## src/design/salt_pkg.sv

```systemverilog
// Package with the types, codes and constants of the tag tracker.
`default_nettype none

package salt_pkg;

  localparam int ADDR_W            = 13;
  localparam int TAG_W             = ADDR_W;
  localparam int SIDX_W            = 8;
  localparam int STATUS_W          = 2;
  localparam int CFG_IDX_W         = 2;
  localparam int CFG_DATA_W        = 5;
  localparam int BSL_W             = 3;
  localparam int RLOG_W            = 4;
  localparam int WAYS_W            = 5;
  localparam int DEF_MAX_ROWS_LOG2 = 8;
  localparam int DEF_MAX_WAYS      = 16;

  localparam logic KIND_LOAD  = 1'b0;
  localparam logic KIND_STORE = 1'b1;

  localparam logic [STATUS_W-1:0] ST_LOAD_HIT  = 2'd0;
  localparam logic [STATUS_W-1:0] ST_LOAD_MISS = 2'd1;
  localparam logic [STATUS_W-1:0] ST_STORE     = 2'd2;

  localparam logic [CFG_IDX_W-1:0] CFG_BLOCK_SIZE_LOG2 = 2'd0;
  localparam logic [CFG_IDX_W-1:0] CFG_NUM_ROWS_LOG2   = 2'd1;
  localparam logic [CFG_IDX_W-1:0] CFG_WAYS            = 2'd2;

  localparam logic [BSL_W-1:0]  BSL_RST  = 3'd1;
  localparam logic [RLOG_W-1:0] RLOG_RST = 4'd1;
  localparam logic [WAYS_W-1:0] WAYS_RST = 5'd1;

  typedef struct packed {
    logic              kind;
    logic [ADDR_W-1:0] word_address;
  } in_item_t;

  typedef struct packed {
    logic [STATUS_W-1:0] status;
    logic [SIDX_W-1:0]   set_index;
  } out_item_t;

endpackage

`default_nettype wire

```

## src/design/salt_row_update.sv

```systemverilog
// Tag compare across the ways of one set and the LRU reorder of that set.
`default_nettype none

module salt_row_update import salt_pkg::*; #(
  parameter int MAX_WAYS = DEF_MAX_WAYS,
  localparam int CNT_W = $clog2(MAX_WAYS + 1),
  localparam int WAY_W = (MAX_WAYS > 1) ? $clog2(MAX_WAYS) : 1
) (
  input  logic [MAX_WAYS-1:0][TAG_W-1:0] old_tags,
  input  logic [MAX_WAYS-1:0]            old_valid,
  input  logic [TAG_W-1:0]               tag,
  input  logic [CNT_W-1:0]               num_ways,
  output logic [MAX_WAYS-1:0][TAG_W-1:0] new_tags,
  output logic [MAX_WAYS-1:0]            new_valid,
  output logic                           hit
);

  logic [MAX_WAYS-1:0] match;
  logic [WAY_W-1:0]    pos;

  always_comb begin
    for (int w = 0; w < MAX_WAYS; w++) begin
      match[w] = old_valid[w] && (old_tags[w] == tag) && (CNT_W'(w) < num_ways);
    end
  end

  // The first matching way wins; on a miss the last way in use is the victim.
  always_comb begin
    pos = WAY_W'(num_ways - CNT_W'(1));
    hit = 1'b0;
    for (int w = MAX_WAYS - 1; w >= 0; w--) begin
      if (match[w]) begin
        pos = WAY_W'(w);
        hit = 1'b1;
      end
    end
  end

  always_comb begin
    new_tags[0]  = tag;
    new_valid[0] = 1'b1;
    for (int w = 1; w < MAX_WAYS; w++) begin
      if (WAY_W'(w) <= pos) begin
        new_tags[w]  = old_tags[w-1];
        new_valid[w] = old_valid[w-1];
      end else begin
        new_tags[w]  = old_tags[w];
        new_valid[w] = old_valid[w];
      end
    end
  end

endmodule

`default_nettype wire

```

## config.mk

```make
export PLATFORM = sky130hd
export DESIGN_NAME = salt_row_update
export DESIGN_NICKNAME = d
export VERILOG_FILES = /design/src/design/salt_pkg.sv /design/src/design/salt_row_update.sv
export SDC_FILE = /design/constraint.sdc
export NUM_CORES = 1
export LEC_CHECK = 0
export BUFFER_PORTS_ARGS = -buffer_cell sky130_fd_sc_hd__buf_2
export CORE_AREA = 8 8 177 179
export DETAILED_ROUTE_END_ITERATION = 10
export DIE_AREA = 0 0 185 187
export SKIP_LAST_GASP = 1
export SLEW_MARGIN = 40
export SYNTH_ARGS = -nofsm -noshare
export SYNTH_HDL_FRONTEND = slang
export SYNTH_SLANG_ARGS = --single-unit
```

## constraint.sdc

```tcl
create_clock -name vclk -period 8
set_input_delay 0.4 -clock vclk [all_inputs]
set_output_delay 0.4 -clock vclk [all_outputs]
set_load 0.02 [all_outputs]
```

# Word level (Yosys, flattened, before mapping)
# Cells that the tools add are included.
[word_totals]
out_inout_bits = 225
inputBits = 242
ff_bits = 0
word_cells = 142
[classes]
n_lt_le_gt_ge = 31
n_reduce_logical = 32
addsub = 1
n_eq_ne = 16
n_mux = 62
[ops]
columns = ["op", "n"]
rows = [
  ["$eq A13 B13 Y1", 16],
  ["$mux W13", 15],
  ["$mux W4", 16],
  ["$lt A4 B5 Y1 const A", 8],
  ["$le A4 B4 Y1 const A", 8],
  ["$logic_and A1 B1 Y1", 32],
  ["$mux W1", 31],
  ["$lt A3 B5 Y1 const A", 4],
  ["$le A3 B4 Y1 const A", 4],
  ["$lt A1 B5 Y1 const A", 2],
  ["$lt A2 B5 Y1 const A", 2],
  ["$le A2 B4 Y1 const A", 2],
  ["$le A1 B4 Y1 const A", 1],
  ["$sub A4 B1 Y4 const B", 1],
]

# Logic depth before layout (Yosys ltp)
# Gate-level depths: netlist (run 1).
[depth]
ltp_word = 21
depth_mapped = 13
depth_no_buf = 8

# Least setup slack after synthesis (run 1)
# No wires, ideal clock.
[synth_path]
path_type = "input to output"
start = "input tag[9]"
end = "output new_tags[13] in the netlist's numbering"
path_stages = 11
arrival_ns = 3.164
path_buffers = 3
required_ns = 7.600
setup_slack_ns = 4.436
path_cell_list = "buf_4 -> xnor2_1 -> nand4_1 -> nor4_1 -> o21ai_0 -> a211oi_1 -> a211oi_2 -> and2_0 -> buf_2 -> buf_2 -> o311ai_0"
[synth_rtl]
columns = ["element", "line_no", "text"]
rows = [
  ["from (decl)", "salt_row_update.sv:11", "input logic [TAG_W-1:0] tag,"],
  ["to (decl)", "salt_row_update.sv:13", "output logic [MAX_WAYS-1:0][TAG_W-1:0] new_tags,"],
]

==> summary.txt, run 1 <==
Status: finished, final reports clean
Min Tclk post-route: 4.93 ns
Post-Syn Area: 7170 sq um
Pre-antenna DRT Iters: 7
Top cells by area, synth: xnor2_1, mux2_2, nand4_1
CP peak stage delay: 0.79 ns
Setup CP Type: in -> out
Hpwl dp: 35800 microns
Syn_nets: 1155
Non-Filler Instances: 1677
First-pass GRT wire length: 64200 microns
Post-CTS Hold Buffers: 0
Die area: 34600 sq um
Hold Crit Depth: 4
RePlAce Congestion: 0.910
Area Growth Syn to Fin: 31.7%
Share of cells above drive strength 1: 0.491
Worst-margin pin slew: 0.815 ns
Top cell type's share of synthesized area: 0.197
Setup TNS: 0 ns
Gr ovfl total: 0
Top-count cell post-synth: xnor2_1
Final instance area: 9440 sq um
Final Hold Fails: 0
Final setup vio count: 0
Maximum VDD drop: 0.0000509 V
CP Launch Type: input pin
Crit-path max FO: 28
Initial core utilization: 0.252
Largest net degree at the start of global routing: 45
Slowest cell on the critical path: a211oi_4
RSZ-0062 raised after global routing: no
Slew HR: 0.449
DRC Markers: 0
Worst EP arrival: 4.53 ns
Post-CTS sizing: 0
Ratio of final minimum period to clock period: 0.616
Via Count: 9295
Placed insts: 1677
Achievable Freq: 0.203 GHz
CP endpoint kind: output pin
Final Util: 0.332
Wirelength per Cell: 26.6 microns
NumNets Final: 1538
Detail-routed via count per cell: 5.54
LEAKAGE: 0.00405 uW
Seq/Total Area, Yosys: 0
Cell family with most CP delay: compound AO/OA/AOI/OAI gates
Initial antenna violation count: 0
1st-iter DRT viols: 757
Die W: 185 microns
Global-route usage over all layers: 0.240
Seq_cells: 0
Post-route ant nets: 0
Worst min-delay path class: in -> out
Levels on crit path: 12
Syn Area/Cell: 7.86 sq um
Placed instance area: 9430 sq um
Die Ht: 187 microns
Core footprint: 28400 sq um
Worst Path Required: 7.60 ns
Post-Route WL: 44700 microns
WP buf/inv: 4
Top cells by instance count after synthesis: xnor2_1, nand4_1, nand2_1
CP cell instances: buf_2 > xnor2_1 > nand4_1 > or4_1 > a21oi_1 > o21ai_0 > a211oi_4 > buf_4 > and2_0 > buf_4 > o311ai_0 > buf_2
Footprint of the multi-input gates: 6420 sq um
Number of global-route vias before repair: 9583
IO Port Bufs: 466
Largest area contributor in the netlist: xnor2_1
YS warnings: 0
Seq. cell area: 0 sq um
Power Density: 94.2 nW/um^2
Boundary Pins: 467
Synthesized instance count: 912
Row cnt: 62
Antenna cells: 0
Setup Buffers After CTS: 0
Tot Pwr: 889 uW
# fillers: 3159
Max Cap Viol: 0
Clock buffer cells: 0
Final count of pins violating max slew: 0
Synth cell types: 66
through the flow:
stage          worst slack (ns)  hold slack (ns)
2_1_floorplan              4.44            0.913
3_3_place_gp               2.76             1.16
3_5_place_dp               3.07             1.17
4_1_cts                    3.05             1.17
5_1_grt                    2.87             1.18
6_report                   3.07             1.17
layout by cell type, fill, tap and decap left out, types with 3 or more instances in the layout:
cell type | synthesis | routed
inv_1 | 16 | 16
mux2_1 | 12 | 12
nand2_1 | 100 | 100
o211ai_1 | 33 | 33
a21oi_1 | 4 | 4
nor4_1 | 37 | 34
mux2_2 | 98 | 98
nor4_2 | 3 | 6
buf_2 | 18 | 466
buf_8 | 10 | 4
mux2_4 | 30 | 30
buf_4 | 24 | 7
a211oi_1 | 3 | 3
o21ai_0 | 6 | 6
o311ai_0 | 15 | 15
nor2_1 | 6 | 6
nor3_1 | 6 | 6
and3_1 | 3 | 3
a22oi_1 | 42 | 42
nand3_1 | 24 | 24
xor2_1 | 49 | 49
nand4_1 | 110 | 110
or4_1 | 5 | 5
and4_1 | 3 | 3
xnor2_1 | 161 | 161
area by class of cell:
class	instances	area share
well taps	384	0.0509
multi-input cells	799	0.681
repair buffers	478	0.262
inverters	16	0.00636
cell families (layout without fill, tap and decap cells):
group                      after synthesis  count (layout)  synth area share
xor gates and xnor gates               210             210             0.257
buffers and inverters                  113             494             0.112
AOI/OAI and AO/OA                      129             129             0.150
and+or+nand+nor                        318             318             0.243
other                                    1               1          0.000523
adders and majority gates                1               1           0.00175
muxes                                  140             140             0.236
per-layer routing:
layer,track usage,wire length (microns)
met4,0.0539,1150
met1,0.309,18900
met3,0.0311,3360
met5,0,0
met2,0.414,21300
power breakdown:
part           total, uW  internal, uW  switching, uW  leakage, uW
sequential             0             0              0            0
clock                  0             0              0            0
combinational        889           330            559      0.00405
worst min-delay path, delay by kind of cell:
family / cells / cell delay, ns
AND/OR/NAND/NOR: 2 / 0.10
buffers and inverters: 2 / 0.27
final timing paths:
check                    startpoint            end  slack, ns
worst max-delay path        tag[11]   new_tags[21]       3.07
worst min-delay path  old_tags[104]  new_tags[104]       1.17
(Power assumes the default switching activity.)
==> run 2, diff against run 1 <==
--- a/config.mk
+++ b/config.mk
@@ -5,10 +5,11 @@
 export SDC_FILE = /design/constraint.sdc
 export NUM_CORES = 1
 export LEC_CHECK = 0
+export ABC_AREA = 1
 export BUFFER_PORTS_ARGS = -buffer_cell sky130_fd_sc_hd__buf_2
-export CORE_AREA = 8 8 177 179
+export CORE_AREA = 8 8 174 176
 export DETAILED_ROUTE_END_ITERATION = 10
-export DIE_AREA = 0 0 185 187
+export DIE_AREA = 0 0 182 184
 export SKIP_LAST_GASP = 1
 export SLEW_MARGIN = 40
 export SYNTH_ARGS = -nofsm -noshare
==> constraint.sdc (replaced) <==
create_clock -name vclk -period 5.15
set_input_delay 0.2575 -clock vclk [all_inputs]
set_output_delay 0.2575 -clock vclk [all_outputs]
set_load 0.02 [all_outputs]
==> run 2 against run 1 <==
  * Highest routed layer is now met5
  * Critical path depth grew 3
  * Setup slack lost 2.3 ns
  * Critical endpoint is now new_tags[13]
  * Routed wire length grew 22%
  * Non-clock buffer count grew 11
  * Total power grew 57%
  * Sequential share of layout area is the same
  * Synthesized area grew 10%
==> summary.txt, run 2 <==
Post-synthesis mux area share: 0.00143 (-0.234)
Setup crit start: tag[6]
Largest family of logic cells by synthesized area: simple AND/OR/NAND/NOR gates
GRT Max-Usage Layer: met2
Worst Path Required: 4.89 ns (-2.71 ns)
Achievable Freq: 0.230 GHz
Top cell type's share of synthesized area: 0.280 (+0.0835)
Critical path endpoint: new_tags[13]
Worst EP arrival: 4.08 ns (-0.45 ns)
Post-synthesis simple-gate area fraction: 0.612 (+0.369)
Ratio of final minimum period to clock period: 0.843
Share of cells above drive strength 1: 0.265 (-0.226)
Clock share of power: 0 (unchanged)
Post-Route WL: 54600 microns (+22%)
Boundary Pins: 467 (unchanged)
Top-count cell post-synth: nand2_1
RePlAce Congestion: 0.987 (+8.5%)
IO Port Bufs: 466 (unchanged)
Final setup vio count: 0 (unchanged)
CP endpoint kind: output pin
XOR/XNOR Fraction of Synth Area: 0.0533 (-0.203)
Post-route ant nets: 0 (unchanged)
Wirelength per Cell: 22.3 microns (-16%)
Min Tclk post-route: 4.34 ns
Post-CTS Hold Buffers: 0 (unchanged)
Switching Fraction: 0.703 (+0.0734)
Die area: 33500 sq um (-3.2%)
Synth Area in Compound Gates: 0.145 (-0.00565)
Final hold slack: 0.866 ns (-0.303 ns)
Setup TNS: 0 ns (unchanged)
Maximum VDD drop: 0.0000739 V (+45%)
Crit-path max FO: 28 (unchanged)
YS warnings: 0 (unchanged)
Hpwl dp: 44700 microns (+25%)
Max Cap Viol: 0 (unchanged)
Core footprint: 27500 sq um (-3.2%)
GR Util met2: 0.512 (+0.0980)
Seq/Total Area, Yosys: 0 (unchanged)
Detail-routed via count per cell: 5.45 (-1.6%)
Met3 global-route usage: 0.0603 (+0.0292)
Global-route usage over all layers: 0.306 (+0.0669)
Setup Buffers After CTS: 0 (unchanged)
DRC Markers: 0 (unchanged)
Die Ht: 184 microns (-1.6%)
1st-iter DRT viols: 1380 (+82%)
Int Power: 415 uW (+26%)
Antenna cells: 0 (unchanged)
# fillers: 3288 (+4.1%)
Syn_nets: 1945 (+68%)
Synth Area in Adders: 0.00159 (-0.000160)
Power Density: 135 nW/um^2 (+44%)
Synth cell types: 54 (-18%)
First-pass GRT wire length: 79700 microns (+24%)
Power share of the sequential group: 0 (unchanged)
Post-Place Setup Slack: 0.841 ns (-2.23 ns)
Final Hold Fails: 0 (unchanged)
Clock buffer cells: 0 (unchanged)
Syn Area/Cell: 4.63 sq um (-41%)
Top cells by instance count after synthesis: nand2_1, inv_1, nor2_1
Slew HR: 0.555 (+0.106)
Initial core utilization: 0.287 (+0.0347)
Tot Pwr: 1390 uW (+57%)
Post-CTS sizing: 0 (unchanged)
Synthesized instance count: 1702 (+87%)
CP Launch Type: input pin
Via Count: 13300 (+43%)
Gr ovfl total: 0 (unchanged)
Area Growth Syn to Fin: 30.7%
Sw Pwr: 980 uW (+75%)
Post-Syn Area: 7890 sq um (+10%)
Seq. cell area: 0 sq um (unchanged)
Status: finished, final reports clean
Die W: 182 microns (-1.6%)
NumNets Final: 2345 (+52%)
Pre-antenna DRT Iters: 6 (-1)
Seq_cells: 0 (unchanged)
Row cnt: 61 (-1.6%)
Met1 usage: 0.376 (+0.0668)
Largest area contributor in the netlist: nand2_1
Initial antenna violation count: 1 (+1)
RSZ-0062 raised after global routing: no
Largest net degree at the start of global routing: 31 (-31%)
Most common cell after layout, fill and taps aside: nand2_1
Number of global-route vias before repair: 13300 (+39%)
Final Util: 0.375 (+0.0428)
Top cells by area, synth: nand2_1, inv_1, nor2_1
LEAKAGE: 0.00625 uW (+54%)
Worst-margin pin slew: 0.666 ns (-0.150 ns)
Most frequent cells in the layout: nand2_1, buf_2, inv_1
Final count of pins violating max slew: 0 (unchanged)
Final setup margin: 0.809 ns (-2.26 ns)
Combinational share of power: 1.000 (about the same)
Worst min-delay path class: in -> out
Setup CP Type: in -> out
## run 2: cell types whose count changed after synthesis, sizes merged, moves of 28 or more
cell    change
nor3       +38
inv       +237
nand3      +76
xnor2     -143
nand4      -28
o211ai     -33
o21ai     +157
nand2     +503
mux2      -139
a22oi      -42
nor2      +188
## run 2: cells by family (layout without fill, tap and decap cells)
logic type,after synthesis,count (layout)
XOR/XNOR,48,48
adder cells (fa/ha/maj),1,1
buffers and inverters,344,742
multiplexers,1,1
AO/OA/AOI/OAI,206,206
AND/OR/NAND/NOR,1101,1101
other,1,1
## run 2: final cells by class
cell class                      instances  area, sq um  share of cell area
Multi-Input combinational cell       1358         6420               0.623
Timing Repair Buffer                  489         2500               0.243
Inverter                              253          950              0.0921
Tap cell                              346          433              0.0420
## run 2: stage by stage
step	instances	cell area, sq um
detailed placement	2446	10300
floorplan	1702	7890
CTS	2446	10300
global placement	2446	10300
global route	2446	10300
finish	2446	10300
## run 2: how the worst min path moves through the flow
stage	startpoint	to	cells past startpoint	slack, ns
final	old_tags[126]	new_tags[126]	4	0.87
after global routing	old_valid[15]	new_valid[15]	4	0.89
after global placement	old_tags[178]	new_tags[178]	4	0.86
after detailed placement	old_tags[126]	new_tags[126]	4	0.86
after CTS	old_tags[126]	new_tags[126]	4	0.87
after floorplan	tag[0]	new_tags[0]	1	0.63
## run 2: layer usage
layer  share of wire  up-vias  wire length [microns]
met5         0.00024        -                     13
met4           0.049        2                   2650
met3            0.10      178                   5600
met2            0.45      882                  24800
met1            0.39     6000                  21500
li1                -     6274                      -
## run 2: critical path: stages
cell	delay, ns
buf_2	0.33
inv_2	0.31
or2_2	0.38
nand4_1	0.10
nor4_1	0.06
nand4_1	0.07
nand2_1	0.06
nor2_1	0.27
nand4_1	0.24
nand2_4	0.32
inv_2	0.07
nor2_2	0.38
nand3_2	0.55
o21ai_1	0.43
buf_2	0.23
## run 2: power by group through the flow
stage / combinational [uW] / clock [uW] / sequential [uW]
final: 1390 / 0 / 0
after global routing: 1510 / 0 / 0
after global placement: 1380 / 0 / 0
after detailed placement: 1380 / 0 / 0
after floorplan: 825 / 0 / 0
after CTS: 1380 / 0 / 0
